[config.mk]
export PLATFORM = sky130hd
export DESIGN_NAME = period_capture_mean_volume
export DESIGN_NICKNAME = d
export VERILOG_FILES = /design/src/rtl/pcmv_pkg.sv /design/src/rtl/pcmv_div.sv /design/src/rtl/period_capture_mean_volume.sv
export SDC_FILE = /design/constraint.sdc
export NUM_CORES = 2
export LEC_CHECK = 0
export ABC_AREA = 1
export ABC_CLOCK_PERIOD_IN_PS = 10000
export BUFFER_PORTS_ARGS = -buffer_cell sky130_fd_sc_hd__buf_2
export CAP_MARGIN = 5
export CORE_MARGIN = 2
export CORE_UTILIZATION = 25
export CTS_BUF_LIST = sky130_fd_sc_hd__clkbuf_4
export CTS_CLUSTER_SIZE = 14
export DETAILED_ROUTE_END_ITERATION = 10
export SYNTH_ARGS = -nofsm -noshare
export SYNTH_HDL_FRONTEND = slang
export SYNTH_HIERARCHICAL = 1
export SYNTH_SLANG_ARGS = --single-unit
[constraint.sdc]
create_clock -name aclk -period 10 [get_ports aclk]
set_input_delay 1 -clock aclk [delete_from_list [all_inputs] [get_ports aclk]]
set_output_delay 1 -clock aclk [all_outputs]
set_load 0.02 [all_outputs]
[src/rtl/pcmv_pkg.sv]
// shared types and constants of the period capture mean volume block
// no dependencies
package pcmv_pkg;

    localparam int TIMER_BITS          = 16;
    localparam int DOUBLE_PERIOD_LIMIT = 4000;
    localparam int SCALE_SHIFT         = 8;

    localparam int OP_W      = 2;
    localparam int CAP_W     = TIMER_BITS;
    localparam int TUNE_W    = 24;
    localparam int NUM_W     = 31;
    localparam int DOFF_W    = 24;
    localparam int VOFF_W    = 17;
    localparam int VOL_W     = 11;
    localparam int MEAN_W    = 32;
    localparam int CNT_W     = 8;
    localparam int SUM_W     = 31;
    localparam int DIFF_W    = CAP_W + SCALE_SHIFT + 3;
    localparam int OFFP_W    = CNT_W + DOFF_W;
    localparam int DIVD_W    = NUM_W + CNT_W;
    localparam int DIVS_W    = OFFP_W + 2;
    localparam int DIV_CNT_W = $clog2(DIVD_W + 1);
    localparam int VDIF_W    = DIVD_W + 2;

    localparam int CFG_IDX_W = 2;
    localparam int CFG_W     = 31;

    localparam int S_TDATA_W = 16;
    localparam int OUT_W     = VOL_W + MEAN_W + CNT_W;
    localparam int M_TDATA_W = ((OUT_W + 7) / 8) * 8;

    localparam logic [VOL_W-1:0] VOL_MAX = VOL_W'(1024);
    localparam logic [CNT_W-1:0] CNT_MAX = '1;
    localparam logic [SUM_W-1:0] SUM_MAX = '1;

    typedef enum logic [OP_W-1:0] {
        OP_ACTIVATE  = 2'd0,
        OP_CAPTURE   = 2'd1,
        OP_CALCULATE = 2'd2
    } op_t;

    typedef enum logic [CFG_IDX_W-1:0] {
        REG_TUNED_OFFSET     = 2'd0,
        REG_VOLUME_NUMERATOR = 2'd1,
        REG_DIVISOR_OFFSET   = 2'd2,
        REG_VOLUME_OFFSET    = 2'd3
    } cfg_idx_t;

    typedef enum logic [3:0] {
        S_IDLE,
        S_DECODE,
        S_ACC,
        S_MUL_NUM,
        S_MUL_OFF,
        S_MEAN_START,
        S_MEAN_WAIT,
        S_VOL_START,
        S_VOL_WAIT,
        S_VOL,
        S_OUT
    } state_t;

    typedef struct packed {
        logic              done;
        logic [DIVD_W-1:0] quotient;
    } div_res_t;

endpackage

[src/rtl/pcmv_div.sv]
// shared restoring divider, one quotient bit per cycle
// depends on pcmv_pkg
module pcmv_div (
    input  logic                           aclk,
    input  logic                           aresetn,
    input  logic                           start,
    input  logic [pcmv_pkg::DIVD_W-1:0]    dividend,
    input  logic [pcmv_pkg::DIVS_W-1:0]    divisor,
    output pcmv_pkg::div_res_t             res
);
    import pcmv_pkg::*;

    logic [DIVD_W-1:0]    quo_reg, quo_next;
    logic [DIVS_W-1:0]    rem_reg, rem_next;
    logic [DIVS_W-1:0]    dsr_reg, dsr_next;
    logic [DIV_CNT_W-1:0] step_reg, step_next;
    logic                 busy_reg, busy_next;
    logic                 done_reg, done_next;

    logic [DIVS_W:0] trial;
    logic [DIVS_W:0] trial_sub;
    logic            fits;

    assign trial     = {rem_reg, quo_reg[DIVD_W-1]};
    assign trial_sub = trial - {1'b0, dsr_reg};
    assign fits      = trial >= {1'b0, dsr_reg};

    always_comb begin
        quo_next  = quo_reg;
        rem_next  = rem_reg;
        dsr_next  = dsr_reg;
        step_next = step_reg;
        busy_next = busy_reg;
        done_next = 1'b0;
        if (start) begin
            quo_next  = dividend;
            rem_next  = '0;
            dsr_next  = divisor;
            step_next = DIV_CNT_W'(DIVD_W);
            busy_next = 1'b1;
        end else if (busy_reg) begin
            // remainder stays below the divisor, so the top trial bit drops out
            rem_next  = fits ? trial_sub[DIVS_W-1:0] : trial[DIVS_W-1:0];
            quo_next  = {quo_reg[DIVD_W-2:0], fits};
            step_next = step_reg - 1'b1;
            if (step_reg == DIV_CNT_W'(1)) begin
                busy_next = 1'b0;
                done_next = 1'b1;
            end
        end
    end

    always_ff @(posedge aclk) begin
        if (!aresetn) begin
            step_reg <= '0;
            busy_reg <= 1'b0;
            done_reg <= 1'b0;
        end else begin
            step_reg <= step_next;
            busy_reg <= busy_next;
            done_reg <= done_next;
        end
        quo_reg <= quo_next;
        rem_reg <= rem_next;
        dsr_reg <= dsr_next;
    end

    assign res.done     = done_reg;
    assign res.quotient = quo_reg;

endmodule

[src/rtl/period_capture_mean_volume.sv]
// top level of the period capture mean volume block, one oscillator channel
// depends on pcmv_pkg and pcmv_div
//
// Each input item is one timer event for one oscillator: activate latches the
// capture value and restarts the period count, capture adds the offset-corrected
// scaled period (256 * timer delta minus the tuned offset, twice the offset and
// two counts for a long period) to a saturating window sum when it is positive,
// and calculate turns a nonzero window into a mean period and a clamped 0..1024
// volume, then clears it. Every item returns exactly one result item with the
// held volume, the held mean and the current period count. The block takes one
// item at a time and drops s_tready while it works. A full calculate makes two
// 39-step passes through the one shared restoring divider (mean = sum / count,
// then numerator * count / divisor).
// The result sits in an output register, so the next item can be accepted while
// it waits for m_tready. Configuration must be written only while no item is in
// flight; the sequencer does not hold writes back.
module period_capture_mean_volume (
    input  logic                               aclk,
    input  logic                               aresetn,
    // input items
    input  logic                               s_tvalid,
    output logic                               s_tready,
    input  logic [pcmv_pkg::S_TDATA_W-1:0]     s_tdata,   // [15:0] capture_value
    input  logic [pcmv_pkg::OP_W-1:0]          s_tuser,   // [1:0] op
    // result items
    output logic                               m_tvalid,
    input  logic                               m_tready,
    // [10:0] volume, [42:11] mean_period, [50:43] period_count, rest zero
    output logic [pcmv_pkg::M_TDATA_W-1:0]     m_tdata,
    // configuration writes
    input  logic                               cfg_we,
    input  logic [pcmv_pkg::CFG_IDX_W-1:0]     cfg_index,
    input  logic [pcmv_pkg::CFG_W-1:0]         cfg_data
);
    import pcmv_pkg::*;

    // configuration registers
    logic [TUNE_W-1:0]        tuned_offset_reg;
    logic [NUM_W-1:0]         volume_numerator_reg;
    logic [DOFF_W-1:0]        divisor_offset_reg;
    logic signed [VOFF_W-1:0] volume_offset_reg;

    // sequencer and item registers
    state_t                   state_reg, state_next;
    op_t                      op_reg, op_next;
    logic [CAP_W-1:0]         cap_reg, cap_next;

    // channel state
    logic [CAP_W-1:0]         last_capture_reg, last_capture_next;
    logic [SUM_W-1:0]         sum_reg, sum_next;
    logic [CNT_W-1:0]         count_reg, count_next;
    logic [MEAN_W-1:0]        mean_reg, mean_next;
    logic [VOL_W-1:0]         volume_reg, volume_next;

    // working registers
    logic signed [DIFF_W-1:0] diff_reg, diff_next;
    logic [DIVD_W-1:0]        num_prod_reg, num_prod_next;
    logic [OFFP_W-1:0]        off_prod_reg, off_prod_next;
    logic [DIVS_W-1:0]        divisor_reg, divisor_next;
    logic [DIVD_W-1:0]        q_reg, q_next;

    // output register
    logic                     m_tvalid_reg, m_tvalid_next;
    logic [M_TDATA_W-1:0]     m_tdata_reg, m_tdata_next;

    // shared divider hookup
    logic                     div_start;
    logic [DIVD_W-1:0]        div_dividend;
    logic [DIVS_W-1:0]        div_divisor;
    div_res_t                 div_res;

    // capture datapath
    logic [CAP_W-1:0]         period;
    logic                     is_double;
    logic signed [DIFF_W-1:0] scaled;
    logic signed [DIFF_W-1:0] off_ext;
    logic signed [DIFF_W-1:0] diff_calc;
    logic [CNT_W:0]           cnt_sum;
    logic [CNT_W-1:0]         cnt_inc;
    logic [SUM_W:0]           acc_sum;
    logic [SUM_W-1:0]         acc_sat;

    // volume clamp
    logic signed [VDIF_W-1:0] vol_diff;
    logic [VOL_W-1:0]         vol_clamped;

    // config writes, expected only while idle
    always_ff @(posedge aclk) begin
        if (!aresetn) begin
            tuned_offset_reg     <= '0;
            volume_numerator_reg <= '0;
            divisor_offset_reg   <= '0;
            volume_offset_reg    <= '0;
        end else if (cfg_we) begin
            case (cfg_idx_t'(cfg_index))
                REG_TUNED_OFFSET:     tuned_offset_reg     <= cfg_data[TUNE_W-1:0];
                REG_VOLUME_NUMERATOR: volume_numerator_reg <= cfg_data[NUM_W-1:0];
                REG_DIVISOR_OFFSET:   divisor_offset_reg   <= cfg_data[DOFF_W-1:0];
                REG_VOLUME_OFFSET:    volume_offset_reg    <= $signed(cfg_data[VOFF_W-1:0]);
                default: ;
            endcase
        end
    end

    // wrapped timer delta and the scaled, offset-corrected period
    assign period    = cap_reg - last_capture_reg;
    assign is_double = period > CAP_W'(DOUBLE_PERIOD_LIMIT);
    assign scaled    = $signed({3'b000, period, SCALE_SHIFT'(0)});
    assign off_ext   = $signed(DIFF_W'(tuned_offset_reg));
    assign diff_calc = scaled - off_ext - (is_double ? off_ext : DIFF_W'(0));

    // period count saturates, a long period counts twice
    assign cnt_sum = {1'b0, count_reg} + (is_double ? (CNT_W+1)'(2) : (CNT_W+1)'(1));
    assign cnt_inc = (cnt_sum > {1'b0, CNT_MAX}) ? CNT_MAX : cnt_sum[CNT_W-1:0];

    // only positive diffs reach here; sum saturates at the signed 32-bit max
    assign acc_sum = {1'b0, sum_reg} + (SUM_W+1)'(diff_reg[DIFF_W-2:0]);
    assign acc_sat = acc_sum[SUM_W] ? SUM_MAX : acc_sum[SUM_W-1:0];

    // quotient minus volume offset, clamped to 0..1024
    assign vol_diff = $signed({2'b00, q_reg}) - VDIF_W'(volume_offset_reg);
    always_comb begin
        if (vol_diff < 0) begin
            vol_clamped = '0;
        end else if (vol_diff > $signed(VDIF_W'(VOL_MAX))) begin
            vol_clamped = VOL_MAX;
        end else begin
            vol_clamped = vol_diff[VOL_W-1:0];
        end
    end

    assign s_tready = (state_reg == S_IDLE);

    // sequencer
    always_comb begin
        state_next        = state_reg;
        op_next           = op_reg;
        cap_next          = cap_reg;
        last_capture_next = last_capture_reg;
        sum_next          = sum_reg;
        count_next        = count_reg;
        mean_next         = mean_reg;
        volume_next       = volume_reg;
        diff_next         = diff_reg;
        num_prod_next     = num_prod_reg;
        off_prod_next     = off_prod_reg;
        divisor_next      = divisor_reg;
        q_next            = q_reg;
        m_tvalid_next     = m_tvalid_reg;
        m_tdata_next      = m_tdata_reg;
        div_start         = 1'b0;
        div_dividend      = DIVD_W'(sum_reg);
        div_divisor       = DIVS_W'(count_reg);

        // result taken downstream frees the output register
        if (m_tvalid_reg && m_tready) begin
            m_tvalid_next = 1'b0;
        end

        case (state_reg)
            S_IDLE: begin
                if (s_tvalid) begin
                    op_next    = op_t'(s_tuser);
                    cap_next   = s_tdata[CAP_W-1:0];
                    state_next = S_DECODE;
                end
            end
            S_DECODE: begin
                case (op_reg)
                    OP_ACTIVATE: begin
                        // sum is kept on purpose, only the count restarts
                        last_capture_next = cap_reg;
                        count_next        = '0;
                        state_next        = S_OUT;
                    end
                    OP_CAPTURE: begin
                        last_capture_next = cap_reg;
                        if (period == '0) begin
                            state_next = S_OUT;
                        end else begin
                            count_next = cnt_inc;
                            diff_next  = diff_calc;
                            state_next = S_ACC;
                        end
                    end
                    OP_CALCULATE: begin
                        if (sum_reg == '0) begin
                            state_next = S_OUT;
                        end else if (count_reg == '0) begin
                            // leftover sum after activate: zero mean and quotient
                            mean_next  = '0;
                            q_next     = '0;
                            state_next = S_VOL;
                        end else begin
                            state_next = S_MUL_NUM;
                        end
                    end
                    default: begin
                        // unused opcode, just report the held values
                        state_next = S_OUT;
                    end
                endcase
            end
            S_ACC: begin
                if (!diff_reg[DIFF_W-1] && (diff_reg != '0)) begin
                    sum_next = acc_sat;
                end
                state_next = S_OUT;
            end
            S_MUL_NUM: begin
                num_prod_next = DIVD_W'(volume_numerator_reg) * DIVD_W'(count_reg);
                state_next    = S_MUL_OFF;
            end
            S_MUL_OFF: begin
                off_prod_next = OFFP_W'(divisor_offset_reg) * OFFP_W'(count_reg);
                state_next    = S_MEAN_START;
            end
            S_MEAN_START: begin
                // divisor is always positive here since the sum is nonzero
                div_start    = 1'b1;
                div_dividend = DIVD_W'(sum_reg);
                div_divisor  = DIVS_W'(count_reg);
                divisor_next = DIVS_W'(sum_reg) + DIVS_W'(off_prod_reg);
                state_next   = S_MEAN_WAIT;
            end
            S_MEAN_WAIT: begin
                if (div_res.done) begin
                    mean_next  = MEAN_W'(div_res.quotient[SUM_W-1:0]);
                    state_next = S_VOL_START;
                end
            end
            S_VOL_START: begin
                div_start    = 1'b1;
                div_dividend = num_prod_reg;
                div_divisor  = divisor_reg;
                state_next   = S_VOL_WAIT;
            end
            S_VOL_WAIT: begin
                if (div_res.done) begin
                    q_next     = div_res.quotient;
                    state_next = S_VOL;
                end
            end
            S_VOL: begin
                volume_next = vol_clamped;
                sum_next    = '0;
                count_next  = '0;
                state_next  = S_OUT;
            end
            S_OUT: begin
                if (!m_tvalid_reg || m_tready) begin
                    m_tvalid_next = 1'b1;
                    m_tdata_next  = M_TDATA_W'({count_reg, mean_reg, volume_reg});
                    state_next    = S_IDLE;
                end
            end
            default: begin
                state_next = S_IDLE;
            end
        endcase
    end

    always_ff @(posedge aclk) begin
        if (!aresetn) begin
            state_reg        <= S_IDLE;
            last_capture_reg <= '0;
            sum_reg          <= '0;
            count_reg        <= '0;
            mean_reg         <= '0;
            volume_reg       <= '0;
            m_tvalid_reg     <= 1'b0;
        end else begin
            state_reg        <= state_next;
            last_capture_reg <= last_capture_next;
            sum_reg          <= sum_next;
            count_reg        <= count_next;
            mean_reg         <= mean_next;
            volume_reg       <= volume_next;
            m_tvalid_reg     <= m_tvalid_next;
        end
        op_reg       <= op_next;
        cap_reg      <= cap_next;
        diff_reg     <= diff_next;
        num_prod_reg <= num_prod_next;
        off_prod_reg <= off_prod_next;
        divisor_reg  <= divisor_next;
        q_reg        <= q_next;
        m_tdata_reg  <= m_tdata_next;
    end

    pcmv_div u_div (
        .aclk     (aclk),
        .aresetn  (aresetn),
        .start    (div_start),
        .dividend (div_dividend),
        .divisor  (div_divisor),
        .res      (div_res)
    );

    assign m_tvalid = m_tvalid_reg;
    assign m_tdata  = m_tdata_reg;

endmodule

==> results.rst <==
.. list-table::
   :header-rows: 1

   * - Metric
     - Value
   * - Pint
     - about 6.0 mW
   * - Area of the mapped netlist
     - 46400 um2
   * - # resized after CTS
     - 0
   * - Number of flip-flops in the largest register
     - 50
   * - Met1 global-route usage
     - 19.4%
   * - Number of nets still failing antenna checks after routing
     - 0
   * - Area of the die
     - ~190000 um2
   * - Wire length of the first global-routing pass
     - 224000 um
   * - Worst vdd ir
     - 0.000197 V
   * - Final Non-Filler Cells
     - 8960
   * - HPWL after detailed placement
     - ~110000 um
   * - Area after detailed placement
     - 49600 um2
   * - Number of stages on the worst hold path
     - 1
   * - Root cell of the clock tree
     - clkbuf_4
   * - Clock buffers created by TritonCTS
     - 156
   * - Count of state elements after synthesis
     - 550
   * - Part of the cycle the worst path needs
     - 56.4%
   * - TNS Setup
     - 0 ns
   * - DRC
     - 0
   * - Number of max-capacitance violations reported
     - 0
   * - Clock tree from TritonCTS
     - yes
   * - RR Startpoint
     - count_reg[6]
   * - Slew headroom
     - 25.2%
   * - Deepest level of the CTS H-tree
     - 4
   * - Number of instances in the placed design
     - 8639
   * - Setup-failing EPs final
     - 0
   * - # rows
     - between 150 and 200
   * - Count of flip-flops with a built-in enable after synthesis
     - slightly above 300
   * - Worst-case reg-to-reg path depth
     - 18
   * - Clock group share of total power
     - 20.0%
   * - Overall track demand over capacity in global routing
     - 15.0%
   * - Share of layout cells above drive strength 1
     - 7.94%
   * - Count of pins on the block boundary
     - 114
   * - Power Total
     - 11.2 mW
   * - Delay of the slowest cell on the worst path
     - 0.61 ns
   * - Total number of yosys warnings
     - 6
   * - Syn-to-layout area delta
     - 11.9%
   * - Comb pwr share
     - 52.7%
   * - Worst setup slack for register-to-register paths
     - 4.36 ns
   * - Family of cells with the greatest summed delay on the critical path
     - adder cells
   * - Critical path class
     - reg2reg
   * - Cell with the largest stage delay on the worst path
     - buf_4
   * - Busiest layer in global routing
     - met2
   * - Mean post-synth cell area
     - 7.46 um2
   * - CP endpoint kind
     - flip-flop
   * - Buffering stage count on the worst path with inverters included
     - 3
   * - Worst min-delay path startpoint
     - s_tdata[4]
   * - Leak Pwr
     - 26.7 nW
   * - Y dimension of the die
     - ~430 um
   * - DR vias
     - roughly 40000
   * - Post-CTS clock slew at the launch and capture registers of the worst setup and hold paths
     - about 0.070 ns
   * - DR WL/cell
     - between 15 and 20 um
   * - Clk sinks
     - 550
   * - Post-route cell area
     - 51900 um2
   * - Critical Path Source Type
     - flip-flop
   * - Largest net degree at the start of global routing
     - 88
   * - Max-slew violation count
     - 0
   * - Vias per cell
     - 4.48
   * - Global-route met2 utilization
     - 24.8%
   * - Initial core utilization
     - 25.1%
   * - Actual slew at the worst max-slew pin
     - 1.12 ns
   * - Fin nets
     - about 7000
   * - Count of mapped cells out of synthesis
     - approximately 6200
   * - Maximum buffer depth of the clock tree
     - 3
   * - Via count of the first global-routing pass
     - 39328
   * - Weighted congestion reported at the end of routability-driven placement
     - 0.931
   * - Dominant register cell in the synthesized netlist
     - edfxtp_1
   * - Worst-path cell chain
     - buf_4 -> nand2_1 -> fa_1 -> inv_1 -> fa_1 -> fa_1 -> fa_1 -> ha_1 -> a21oi_1 -> o21ai_0 -> o21bai_1 -> a21boi_0 -> inv_1 -> nand2_1 -> nand2_1 -> a31oi_1 -> o21ai_0 -> xor2_1
   * - Endpoint with the worst hold slack
     - cap_reg[4]
   * - Final Routed Wirelength
     - approximately 140000 um
   * - DRC marker count from the first detailed-route iteration
     - 2978
   * - RSZ-0062 raised after global routing
     - no
   * - Skew final
     - 0.0861 ns
   * - Arrival @ worst endpoint
     - around 6.5 ns
   * - Worst EP required
     - 10.86 ns
   * - Number of antenna violations at the first check in global routing
     - 8
   * - Sequential share of power
     - around 27%
   * - Reported net switching power
     - 5.16 mW
   * - Sequential element share of the synthesized area
     - 30.4%
   * - Status
     - completed
   * - Proportion of synthesized flip-flops having asynchronous set or reset
     - 0%
   * - Met3 Usage GRT
     - 2.37%
   * - Switching portion of total power
     - a little under half
   * - Final core area utilization
     - 28.1%
   * - Minimum period implied by the final worst setup slack
     - 5.64 ns
   * - Core area
     - 185000 um2
   * - Power density cells
     - 215 nW/um2
   * - Endpoint of the most critical register-to-register path
     - num_prod_reg[30]
   * - Type of the most critical hold path
     - in2reg
   * - Maximum achievable frequency
     - 0.177 GHz
   * - CP max FO
     - 55
   * - Cell variety after synth
     - ~60
   * - Global route overflow
     - 0
   * - Hold violation total from the final report
     - 0
   * - Worst path most repeated cell
     - fa_1
   * - Number of detailed-route iterations in the first pass
     - 6
   * - Insertion delay to the later sink of the worst-skew pair
     - 1.12 ns
   * - Number of buffers added on ports
     - roughly 110
   * - Die X
     - between 400 and 500 um
kinds of logic (layout without fill, tap and decap cells):
family	after synthesis	count (layout)	synth area share (%)
simple gates	2691	2691	23.6
buf+inv	1391	1632	11.4
compound gates	791	791	9.40
fa+ha+maj	617	617	21.7
flops	550	550	30.4
xor+xnor	184	184	3.49
other cells	2	15	0.0162
placed cells by master, fill, tap and decap left out, types with 40 or more instances in the layout:
master and n:
a21oi_1 357, buf_2 106, clkbuf_4 247, dfxtp_1 232, edfxtp_1 310, fa_1 313, ha_1 304, inv_1 1164
nand2_1 1754, nand3_1 215, nand4_1 50, nor2_1 496, nor3_1 40, o21ai_0 240, xnor2_1 71, xor2_1 112
Yosys cell counts (32+ instances only):
| master | n | area (um2) |
|---|---|---|
| nand2_1 | 1754 | 6580 |
| inv_1 | 1165 | 4370 |
| nor2_1 | 507 | 1900 |
| a21oi_1 | 357 | 1790 |
| fa_1 | 313 | 6270 |
| edfxtp_1 | 310 | 9310 |
| ha_1 | 304 | 3800 |
| o21ai_0 | 241 | 1210 |
| dfxtp_1 | 240 | 4800 |
| nand3_1 | 215 | 1080 |
| clkbuf_1 | 142 | 533 |
| xor2_1 | 112 | 981 |
| xnor2_1 | 71 | 622 |
| nand4_1 | 50 | 313 |
| buf_1 | 46 | 173 |
| nor3_1 | 41 | 205 |
| nand3b_1 | 33 | 248 |
| a31oi_1 | 32 | 200 |
final cells by class:
class	count	area (um2)
flip-flops and latches	550	14100
inverters	1177	4420
clock inverters	46	308
diodes	7	17.5
fillers	20276	133000
well taps	2480	3100
clock buffers	247	1850
multi-input cells	4291	27100
repair buffers	162	1000
power by group through the flow:
stage | clock [mW] | sequential (mW) | combinational [mW]
floorplan | 0 | 2.98 | 4.46
global placement | 0 | 3.08 | 5.82
detailed placement | 0 | 3.09 | 5.86
CTS | 2.32 | 3.04 | 5.89
global route | 2.43 | 3.07 | 6.72
finish | 2.24 | 3.04 | 5.89
metrics by stage:
| stage | hold WS, ns | worst slack (ns) |
|---|---|---|
| detailed placement | 0.421 | 4.39 |
| global placement | 0.419 | 4.46 |
| CTS | 0.00767 | 4.43 |
| floorplan | 0.406 | 4.77 |
| global route | 0.0743 | 4.02 |
| finish | 0.155 | 4.36 |
layer usage:
metal | share of wire [%] | up-vias
met4 | 3.7 | 2
met1 | 45 | 19005
li1 | - | 19807
met2 | 47 | 1096
met3 | 5.1 | 239
met5 | 0.0084 | -
worst register-to-register path, delay by kind of cell, from the launching register on:
family | cells | cell delay [ns]
buffers and inverters | 3 | 0.74
XOR/XNOR | 1 | 0.17
AND/OR/NAND/NOR | 3 | 0.36
adder cells (fa/ha/maj) | 5 | 2.44
flip-flops | 1 | 0.41
AO/OA/AOI/OAI | 6 | 1.32
repair_timing:
item,4_1_cts,5_1_grt
buffers inserted,0,0
endpoints found under the hold margin,21,0
hold buffers,21,0
how the worst max path moves through the flow:
stage                 startpoint                to  depth (start not counted)
finish              count_reg[6]  num_prod_reg[30]                         18
global route        count_reg[6]  off_prod_reg[27]                         22
CTS                 count_reg[6]  num_prod_reg[30]                         18
detailed placement  count_reg[6]  num_prod_reg[30]                         18
global placement    count_reg[6]  num_prod_reg[30]                         18
floorplan           count_reg[6]  num_prod_reg[30]                         20
Power figures use the tool's default switching activity.
